==> src/hw/rtl/sipc_pkg.sv <==
package sipc_pkg;

   localparam int NUM_VECTORS_DEF  = 8;
   localparam int TIMER_VECTOR_DEF = 6;

   localparam int OPCODE_W   = 3;
   localparam int VEC_W      = 3;
   localparam int HANDLER_W  = 32;
   localparam int TIMER_W    = 16;
   localparam int REPEAT_W   = 8;
   localparam int CSR_IDX_W  = 1;
   localparam int CSR_DATA_W = 16;

   // packed payload widths, rounded up to whole bytes
   localparam int REQ_DATA_W = 64;
   localparam int RSP_DATA_W = 40;

   localparam logic [OPCODE_W-1:0] OP_CLEAR   = 3'd0;
   localparam logic [OPCODE_W-1:0] OP_REQUEST = 3'd1;
   localparam logic [OPCODE_W-1:0] OP_ARM     = 3'd2;
   localparam logic [OPCODE_W-1:0] OP_DISARM  = 3'd3;
   localparam logic [OPCODE_W-1:0] OP_POP     = 3'd4;
   localparam logic [OPCODE_W-1:0] OP_TICK    = 3'd5;
   localparam logic [OPCODE_W-1:0] OP_TIMER   = 3'd6;

   localparam logic [CSR_IDX_W-1:0] REG_ENABLE = 1'b0;
   localparam logic [CSR_IDX_W-1:0] REG_PERIOD = 1'b1;

   // controller to datapath
   typedef struct packed {
      logic item_load;
      logic csr_load;
   } cmd_type;

endpackage

==> src/hw/rtl/soft_interrupt_priority_controller.sv <==
// software interrupt controller with priority pop and a countdown timer
//
// req channel: one command per transfer; req_tuser carries the opcode,
//   req_tdata the vector index, handler word, timer start and repeat count
// rsp channel: exactly one result per command; rsp_tuser is the found flag,
//   rsp_tdata the handler word and vector of a pop (zero otherwise)
// csr channel: writes the master enable (index 0) or the timer period
//   (index 1); always ready, takes effect on the next cycle
//
// result: registered; it appears in the cycle after its command is accepted
// throughput: one command per cycle while rsp_tready stays high; every opcode, including the priority
//   encode of the pop and the timer step, finishes in one datapath update
// stall: the result sits in an output register until rsp_tready; during
//   that time req_tready follows rsp_tready, so no result is lost
// reset: synchronous, clears masks and timer, enable to 1, period to 0;
//   the clear opcode does the same
module soft_interrupt_priority_controller #(
   parameter int NUM_VECTORS  = sipc_pkg::NUM_VECTORS_DEF,
   parameter int TIMER_VECTOR = sipc_pkg::TIMER_VECTOR_DEF
) (
   input  logic                                clock,
   input  logic                                reset,
   input  logic                                req_tvalid,
   output logic                                req_tready,
   // vector_index[2:0], handler_value[34:3], timer_start[50:35],
   // repeat_count[58:51], zero pad
   input  logic [sipc_pkg::REQ_DATA_W-1:0]     req_tdata,
   // opcode[2:0]
   input  logic [sipc_pkg::OPCODE_W-1:0]       req_tuser,
   output logic                                rsp_tvalid,
   input  logic                                rsp_tready,
   // handler_out[31:0], vector_out[34:32], zero pad
   output logic [sipc_pkg::RSP_DATA_W-1:0]     rsp_tdata,
   // found[0]
   output logic [0:0]                          rsp_tuser,
   input  logic                                csr_valid,
   output logic                                csr_ready,
   input  logic [sipc_pkg::CSR_IDX_W-1:0]      csr_index,
   input  logic [sipc_pkg::CSR_DATA_W-1:0]     csr_data
);
   import sipc_pkg::*;

   cmd_type              cmd;
   logic                 found;
   logic [HANDLER_W-1:0] handler_out;
   logic [VEC_W-1:0]     vector_out;

   sipc_ctrl u_ctrl (
      .clock      (clock),
      .reset      (reset),
      .req_tvalid (req_tvalid),
      .req_tready (req_tready),
      .rsp_tvalid (rsp_tvalid),
      .rsp_tready (rsp_tready),
      .csr_valid  (csr_valid),
      .csr_ready  (csr_ready),
      .cmd        (cmd)
   );

   sipc_datapath #(
      .NUM_VECTORS  (NUM_VECTORS),
      .TIMER_VECTOR (TIMER_VECTOR)
   ) u_datapath (
      .clock         (clock),
      .reset         (reset),
      .cmd           (cmd),
      .opcode        (req_tuser),
      .vector_index  (req_tdata[2:0]),
      .handler_value (req_tdata[34:3]),
      .timer_start   (req_tdata[50:35]),
      .repeat_count  (req_tdata[58:51]),
      .csr_index     (csr_index),
      .csr_data      (csr_data),
      .found         (found),
      .handler_out   (handler_out),
      .vector_out    (vector_out)
   );

   assign rsp_tdata = {{(RSP_DATA_W - HANDLER_W - VEC_W){1'b0}}, vector_out, handler_out};
   assign rsp_tuser = found;

endmodule

==> src/hw/rtl/sipc_ctrl.sv <==
module sipc_ctrl (
   input  logic              clock,
   input  logic              reset,
   input  logic              req_tvalid,
   output logic              req_tready,
   output logic              rsp_tvalid,
   input  logic              rsp_tready,
   input  logic              csr_valid,
   output logic              csr_ready,
   output sipc_pkg::cmd_type cmd
);
   import sipc_pkg::*;

   typedef enum logic {
      ST_EMPTY,
      ST_FULL
   } state_type;

   state_type state_ff, state_in;
   logic      take;

   // a new item may enter while the held result leaves in the same cycle
   assign req_tready = (state_ff == ST_EMPTY) | rsp_tready;
   assign take       = req_tvalid & req_tready;
   assign csr_ready  = 1'b1;

   assign cmd.item_load = take;
   assign cmd.csr_load  = csr_valid;

   always_comb begin
      state_in = state_ff;
      unique case (state_ff)
         ST_EMPTY: begin
            if (take) state_in = ST_FULL;
         end
         ST_FULL: begin
            if (!take && rsp_tready) state_in = ST_EMPTY;
         end
         default: state_in = ST_EMPTY;
      endcase
   end

   always_ff @(posedge clock) begin
      if (reset) begin
         state_ff <= ST_EMPTY;
      end else begin
         state_ff <= state_in;
      end
   end

   assign rsp_tvalid = (state_ff == ST_FULL);

endmodule

==> src/hw/rtl/sipc_datapath.sv <==
module sipc_datapath #(
   parameter int NUM_VECTORS  = sipc_pkg::NUM_VECTORS_DEF,
   parameter int TIMER_VECTOR = sipc_pkg::TIMER_VECTOR_DEF
) (
   input  logic                                clock,
   input  logic                                reset,
   input  sipc_pkg::cmd_type                   cmd,
   input  logic [sipc_pkg::OPCODE_W-1:0]       opcode,
   input  logic [sipc_pkg::VEC_W-1:0]          vector_index,
   input  logic [sipc_pkg::HANDLER_W-1:0]      handler_value,
   input  logic [sipc_pkg::TIMER_W-1:0]        timer_start,
   input  logic [sipc_pkg::REPEAT_W-1:0]       repeat_count,
   input  logic [sipc_pkg::CSR_IDX_W-1:0]      csr_index,
   input  logic [sipc_pkg::CSR_DATA_W-1:0]     csr_data,
   output logic                                found,
   output logic [sipc_pkg::HANDLER_W-1:0]      handler_out,
   output logic [sipc_pkg::VEC_W-1:0]          vector_out
);
   import sipc_pkg::*;

   localparam int IDXW = $clog2(NUM_VECTORS);
   localparam logic [NUM_VECTORS-1:0] TIMER_BIT =
      (TIMER_VECTOR < NUM_VECTORS) ? (NUM_VECTORS'(1) << TIMER_VECTOR) : '0;

   logic                   enable_ff, enable_in;
   logic [TIMER_W-1:0]     period_ff, period_in;
   logic [NUM_VECTORS-1:0] armed_ff, armed_in;
   logic [NUM_VECTORS-1:0] pending_ff, pending_in;
   logic [TIMER_W-1:0]     count_ff, count_in;
   logic [REPEAT_W-1:0]    repeats_ff, repeats_in;
   logic                   found_ff, found_in;
   logic [HANDLER_W-1:0]   handler_ff, handler_in;
   logic [VEC_W-1:0]       vector_ff, vector_in;

   // no reset needed: a pop only reads an entry armed since the last clear
   logic [HANDLER_W-1:0]   table_ff [NUM_VECTORS];

   logic [IDXW-1:0]        idx;
   logic [NUM_VECTORS-1:0] vec_mask;
   logic [NUM_VECTORS-1:0] ready_mask;
   logic [IDXW-1:0]        pop_idx;
   logic                   table_wr;
   logic [TIMER_W-1:0]     count_dec;
   logic [REPEAT_W-1:0]    repeats_dec;

   assign idx      = IDXW'(vector_index);
   assign vec_mask = (32'(vector_index) < NUM_VECTORS) ? (NUM_VECTORS'(1) << idx) : '0;
   assign ready_mask  = armed_ff & pending_ff;
   assign count_dec   = count_ff - TIMER_W'(1);
   assign repeats_dec = repeats_ff - REPEAT_W'(1);
   assign table_wr    = cmd.item_load && (opcode == OP_ARM) && (|vec_mask);

   // lowest set bit wins
   always_comb begin
      pop_idx = '0;
      for (int i = NUM_VECTORS - 1; i >= 0; i--) begin
         if (ready_mask[i]) pop_idx = IDXW'(i);
      end
   end

   always_comb begin
      enable_in  = enable_ff;
      period_in  = period_ff;
      armed_in   = armed_ff;
      pending_in = pending_ff;
      count_in   = count_ff;
      repeats_in = repeats_ff;
      found_in   = found_ff;
      handler_in = handler_ff;
      vector_in  = vector_ff;

      if (cmd.csr_load) begin
         unique case (csr_index)
            REG_ENABLE: enable_in = csr_data[0];
            REG_PERIOD: period_in = csr_data;
            default:    ;
         endcase
      end

      if (cmd.item_load) begin
         found_in   = 1'b0;
         handler_in = '0;
         vector_in  = '0;
         case (opcode)
            OP_CLEAR: begin
               enable_in  = 1'b1;
               period_in  = '0;
               armed_in   = '0;
               pending_in = '0;
               count_in   = '0;
               repeats_in = '0;
            end
            OP_REQUEST: pending_in = pending_ff | (vec_mask & armed_ff);
            OP_ARM:     armed_in   = armed_ff | vec_mask;
            OP_DISARM:  armed_in   = armed_ff & ~vec_mask;
            OP_POP: begin
               if (enable_ff && (|ready_mask)) begin
                  pending_in          = pending_ff;
                  pending_in[pop_idx] = 1'b0;
                  found_in            = 1'b1;
                  handler_in          = table_ff[pop_idx];
                  vector_in           = VEC_W'(pop_idx);
               end
            end
            OP_TICK: begin
               if (count_ff != '0) begin
                  count_in = count_dec;
                  if (count_dec == '0) begin
                     pending_in = pending_ff | (TIMER_BIT & armed_ff);
                     if (repeats_ff != '0) begin
                        repeats_in = repeats_dec;
                        count_in   = (repeats_dec != '0) ? period_ff : '0;
                     end else begin
                        count_in = period_ff;
                     end
                  end
               end
            end
            OP_TIMER: begin
               count_in   = timer_start;
               repeats_in = repeat_count;
            end
            default: ;
         endcase
      end
   end

   always_ff @(posedge clock) begin
      if (reset) begin
         enable_ff  <= 1'b1;
         period_ff  <= '0;
         armed_ff   <= '0;
         pending_ff <= '0;
         count_ff   <= '0;
         repeats_ff <= '0;
      end else begin
         enable_ff  <= enable_in;
         period_ff  <= period_in;
         armed_ff   <= armed_in;
         pending_ff <= pending_in;
         count_ff   <= count_in;
         repeats_ff <= repeats_in;
      end
   end

   always_ff @(posedge clock) begin
      found_ff   <= found_in;
      handler_ff <= handler_in;
      vector_ff  <= vector_in;
      if (table_wr) table_ff[idx] <= handler_value;
   end

   assign found       = found_ff;
   assign handler_out = handler_ff;
   assign vector_out  = vector_ff;

endmodule

==> config.mk <==
export PLATFORM = sky130hd
export DESIGN_NAME = soft_interrupt_priority_controller
export DESIGN_NICKNAME = d
export VERILOG_FILES = /design/src/hw/rtl/sipc_pkg.sv /design/src/hw/rtl/soft_interrupt_priority_controller.sv /design/src/hw/rtl/sipc_ctrl.sv /design/src/hw/rtl/sipc_datapath.sv
export SDC_FILE = /design/constraint.sdc
export NUM_CORES = 1
export LEC_CHECK = 0
export BUFFER_PORTS_ARGS = -buffer_cell sky130_fd_sc_hd__buf_2
export CORE_MARGIN = 4
export CORE_UTILIZATION = 25
export CTS_CLUSTER_DIAMETER = 40
export DETAILED_ROUTE_END_ITERATION = 10
export PLACE_DENSITY_LB_ADDON = 0.2
export SLEW_MARGIN = 20
export SYNTH_ARGS = -nofsm -noshare
export SYNTH_HDL_FRONTEND = slang
export SYNTH_SLANG_ARGS = --single-unit
==> constraint.sdc <==
create_clock -name clock -period 2.7 [get_ports clock]
set_input_delay 0.54 -clock clock [delete_from_list [all_inputs] [get_ports clock]]
set_output_delay 0.54 -clock clock [all_outputs]
set_load 0.05 [all_outputs]
==> run_results.csv <==
group,metric,value,unit
critical_path,r2r_end,"u_datapath.repeats_ff[5]",
placed_design,dp_cells,1973,
clocking,cts.reportedPaths.clkPinSlew,0.04,ns
sta,fmax,403,MHz
sta,setup_viol,0,
flow_run,maxCapViolations,0,
sta,fin_crit,2.48,ns
clocking,cts_buffers,71,
clocking,clockRootBuffer,"clkbuf_16",
global_routing,grt_max_degree,44,
power,ir_worst_vdd,0.386,mV
critical_path,reg2reg_slack,0.22,ns
floorplanning,ios,133,
sta,drv_slew,0,
floorplanning,dieArea,60900,µm²
clocking,cts.sinks,350,
yosys,yosysSeqAreaShare,0.696,
final_layout,fin_nets,1383,
sta,fin_skew,0.0281,ns
route,dr_total_vias,9834,
clocking,cts_buffer_depth,3,
floorplanning,die_h,247,µm
final_layout,area_growth,31.5,%
route,drcViolationCount,0,
min_path,hold_class,"in -> reg",
clocking,cts_tree,"built",
placed_design,globalplace.congestion,0.796,
global_routing,grt_pass1_wl,63300,µm
yosys,async_flop_share,0,
critical_path,worst_setup_path_start_kind,"register",
floorplanning,initial_utilization,0.253,
floorplanning,coreArea,56400,µm²
yosys,synth_cells,1091,
placed_design,dp_hpwl,25600,µm
route,wirelength,41700,µm
route,routedWlPerCell,19.8,µm
route,dr.first_iter.drc_count,609,
clocking,cts_max_level,3,
final_layout,fin_cells,2106,
global_routing,antenna_found_initial,3,
placed_design,port_buffers,121,
yosys,synth_warnings,0,
sta,max-slew-margin-rel,0.553,
yosys,synth_seq_cells,350,
critical_path,end_kind,"register",
clocking,insertion_delay,0.61,ns
global_routing,grt-ovfl-total,0,
power,powerDensity,838,nW/µm²
critical_path,timing.rr.start,"u_datapath.count_ff[1]",
route,drt-pass1-iter-count,5,
sta,final_hold_viol_count,0,
critical_path,path_max_fanout,4,
global_routing,grt_util_all_layers,0.137,
final_layout,final_util,0.333,
yosys,synth.distinct_cells,67,
sta,period_share,0.920,
final_layout,drive_above_1_share,0.260,
yosys,netlist_area,14300,µm²
yosys,synth_edf_count,292,
route,final_antenna_net_count,0,
floorplanning,dieWidth,247,µm
global_routing,grt_pass1_vias,10200,
critical_path,r2r_cells,9,
critical_path,critical_path_class,"reg -> reg",
power,power_leakage,6.60,nW
sta,worst_pin_slew,0.670,ns
route,via_per_inst,4.67,
critical_path,cp_data_required_time,3.16,ns
clocking,postCtsHoldBufs,0,
yosys,syn-mean-instance-area,13.1,µm²
final_layout,num-fill-cells,5696,
critical_path,crit_end,"u_datapath.repeats_ff[5]",
sta,setup_tns,0,ns
status,status,"finished clean",
sta,rsz0062_at_grt,"no",
critical_path,crit_start,"u_datapath.count_ff[1]",
critical_path,arrival,2.94,ns
yosys,postSynth.topFlopCell,"edfxtp_1",
floorplanning,rows,87,
cells in the mapped netlist (all sizes together), types with 4 or more instances:
| cell | number | area [µm²] |
|---|---|---|
| a211oi | 7 | 52.6 |
| a21o | 4 | 30.0 |
| a21oi | 95 | 483 |
| a221oi | 12 | 105 |
| a222oi | 8 | 80.1 |
| a22o | 4 | 35.0 |
| a22oi | 56 | 425 |
| a311oi | 5 | 43.8 |
| a31oi | 5 | 31.3 |
| a32oi | 8 | 70.1 |
| and3 | 6 | 47.5 |
| buf | 26 | 160 |
| clkbuf | 37 | 140 |
| dfxtp | 58 | 1160 |
| edfxtp | 292 | 8770 |
| ha | 4 | 50.1 |
| inv | 23 | 86.3 |
| mux2 | 5 | 56.3 |
| mux2i | 26 | 260 |
| nand2 | 159 | 602 |
| nand3 | 10 | 50.1 |
| nand3b | 4 | 33.8 |
| nand4 | 6 | 37.5 |
| nor2 | 48 | 180 |
| nor2b | 4 | 25.0 |
| nor3 | 32 | 176 |
| nor3b | 6 | 50.1 |
| o211ai | 16 | 120 |
| o21a | 18 | 135 |
| o21ai | 34 | 174 |
| o22a | 8 | 70.1 |
| o22ai | 6 | 37.5 |
| o31a | 9 | 78.8 |
| or2 | 5 | 31.3 |
| or3 | 6 | 37.5 |
| xnor2 | 9 | 78.8 |
| xor2 | 6 | 52.6 |
report_power, final:
group / internal (mW) / switching [mW] / leakage, nW / total [mW]
sequential: 5.93 / 0.0487 / 3.14 / 5.97
clock: 5.83 / 3.17 / 1.17 / 9.00
combinational: 0.241 / 0.491 / 2.30 / 0.732
cell families (layout without fill, tap and decap cells):
logic type               after synthesis  count (layout)  synth area share
buffers and inverters                 86             339            0.0271
flip-flops                           350             350             0.696
multiplexers                          31              31            0.0222
AND/OR/NAND/NOR                      301             301            0.0984
AO/OA/AOI/OAI                        302             302             0.143
XOR/XNOR                              15              15           0.00921
other                                  2               8          0.000527
adder cells (fa/ha/maj)                4               4           0.00351
sequential cells by signal, summed over array words and instances, names as in the netlist, 3 cells and up:
register	flops
u_datapath.period_ff	16
u_datapath.pending_ff	8
u_datapath.handler_out	32
u_datapath.armed_ff	8
u_datapath.table_ff	256
u_datapath.count_ff	16
u_datapath.repeats_ff	8
u_datapath.vector_out	3
per-layer routing:
metal / GRT usage / routed length (µm)
met3: 0.0296 / 2090
met4: 0.0521 / 973
met2: 0.222 / 19700
met5: 0 / 20
met1: 0.180 / 18900
per-stage QoR:
step                      power, mW  cell area, µm²  setup slack, ns  hold WS, ns
after global placement         6.80           16200            0.133        0.435
after CTS                      15.9           18700           0.0858        0.129
after detailed placement       6.80           16200            0.131        0.444
final                          15.7           18800            0.216        0.162
after global routing           16.3           18800          0.00209        0.163
after floorplan                6.52           14300           0.0592        0.426
layout by cell type (no fill, tap or decap), drive strengths merged, types with 10 or more instances in the layout:
| cell type | instances |
|---|---|
| edfxtp | 292 |
| inv | 26 |
| nor2 | 48 |
| mux2i | 26 |
| nand2 | 159 |
| dfxtp | 58 |
| a22oi | 56 |
| clkinv | 19 |
| o21a | 18 |
| buf | 185 |
| nand3 | 10 |
| nor3 | 32 |
| clkinvlp | 23 |
| a21oi | 95 |
| a221oi | 12 |
| o211ai | 16 |
| o21ai | 34 |
| clkbuf | 77 |
area by class of cell:
| cell class | count | area, µm² | area share |
|---|---|---|---|
| timing repair buffer | 185 | 1260 | 0.0672 |
| clock buffer | 77 | 1810 | 0.0965 |
| sequential | 350 | 9930 | 0.529 |
| multi-input combinational | 659 | 4010 | 0.214 |
| antenna | 2 | 5.00 | 0.000267 |
| inverter | 23 | 120 | 0.00640 |
| clock inverter | 54 | 673 | 0.0359 |
| tap | 756 | 946 | 0.0504 |
what timing repair did:
| item | CTS | global route |
|---|---|---|
| gates resized for setup | 0 | 6 |
| setup endpoints to repair | 0 | 17 |
| buffers inserted | 0 | 0 |
critical path: stages, from the launching register on:
cell      delay, ns
dfxtp_1        0.41
inv_1          0.10
ha_1           0.24
xnor2_2        0.16
nand4_1        0.15
nor4_2         0.29
nand4_1        0.27
nor4bb_2       0.41
and4_1         0.25
o22ai_1        0.06
how the worst min path moves through the flow:
stage / from / endpoint / slack [ns] / depth (start not counted)
final: csr_data[0] / u_datapath.enable_ff / 0.16 / 2
after global routing: csr_data[0] / u_datapath.enable_ff / 0.16 / 2
after CTS: csr_data[0] / u_datapath.enable_ff / 0.13 / 2
after detailed placement: u_datapath.period_ff[14] / u_datapath.count_ff[14] / 0.44 / 1
after global placement: u_datapath.period_ff[14] / u_datapath.count_ff[14] / 0.43 / 1
after floorplan: u_datapath.period_ff[14] / u_datapath.count_ff[14] / 0.43 / 1
No activity file was read; power rests on OpenSTA's default activity.
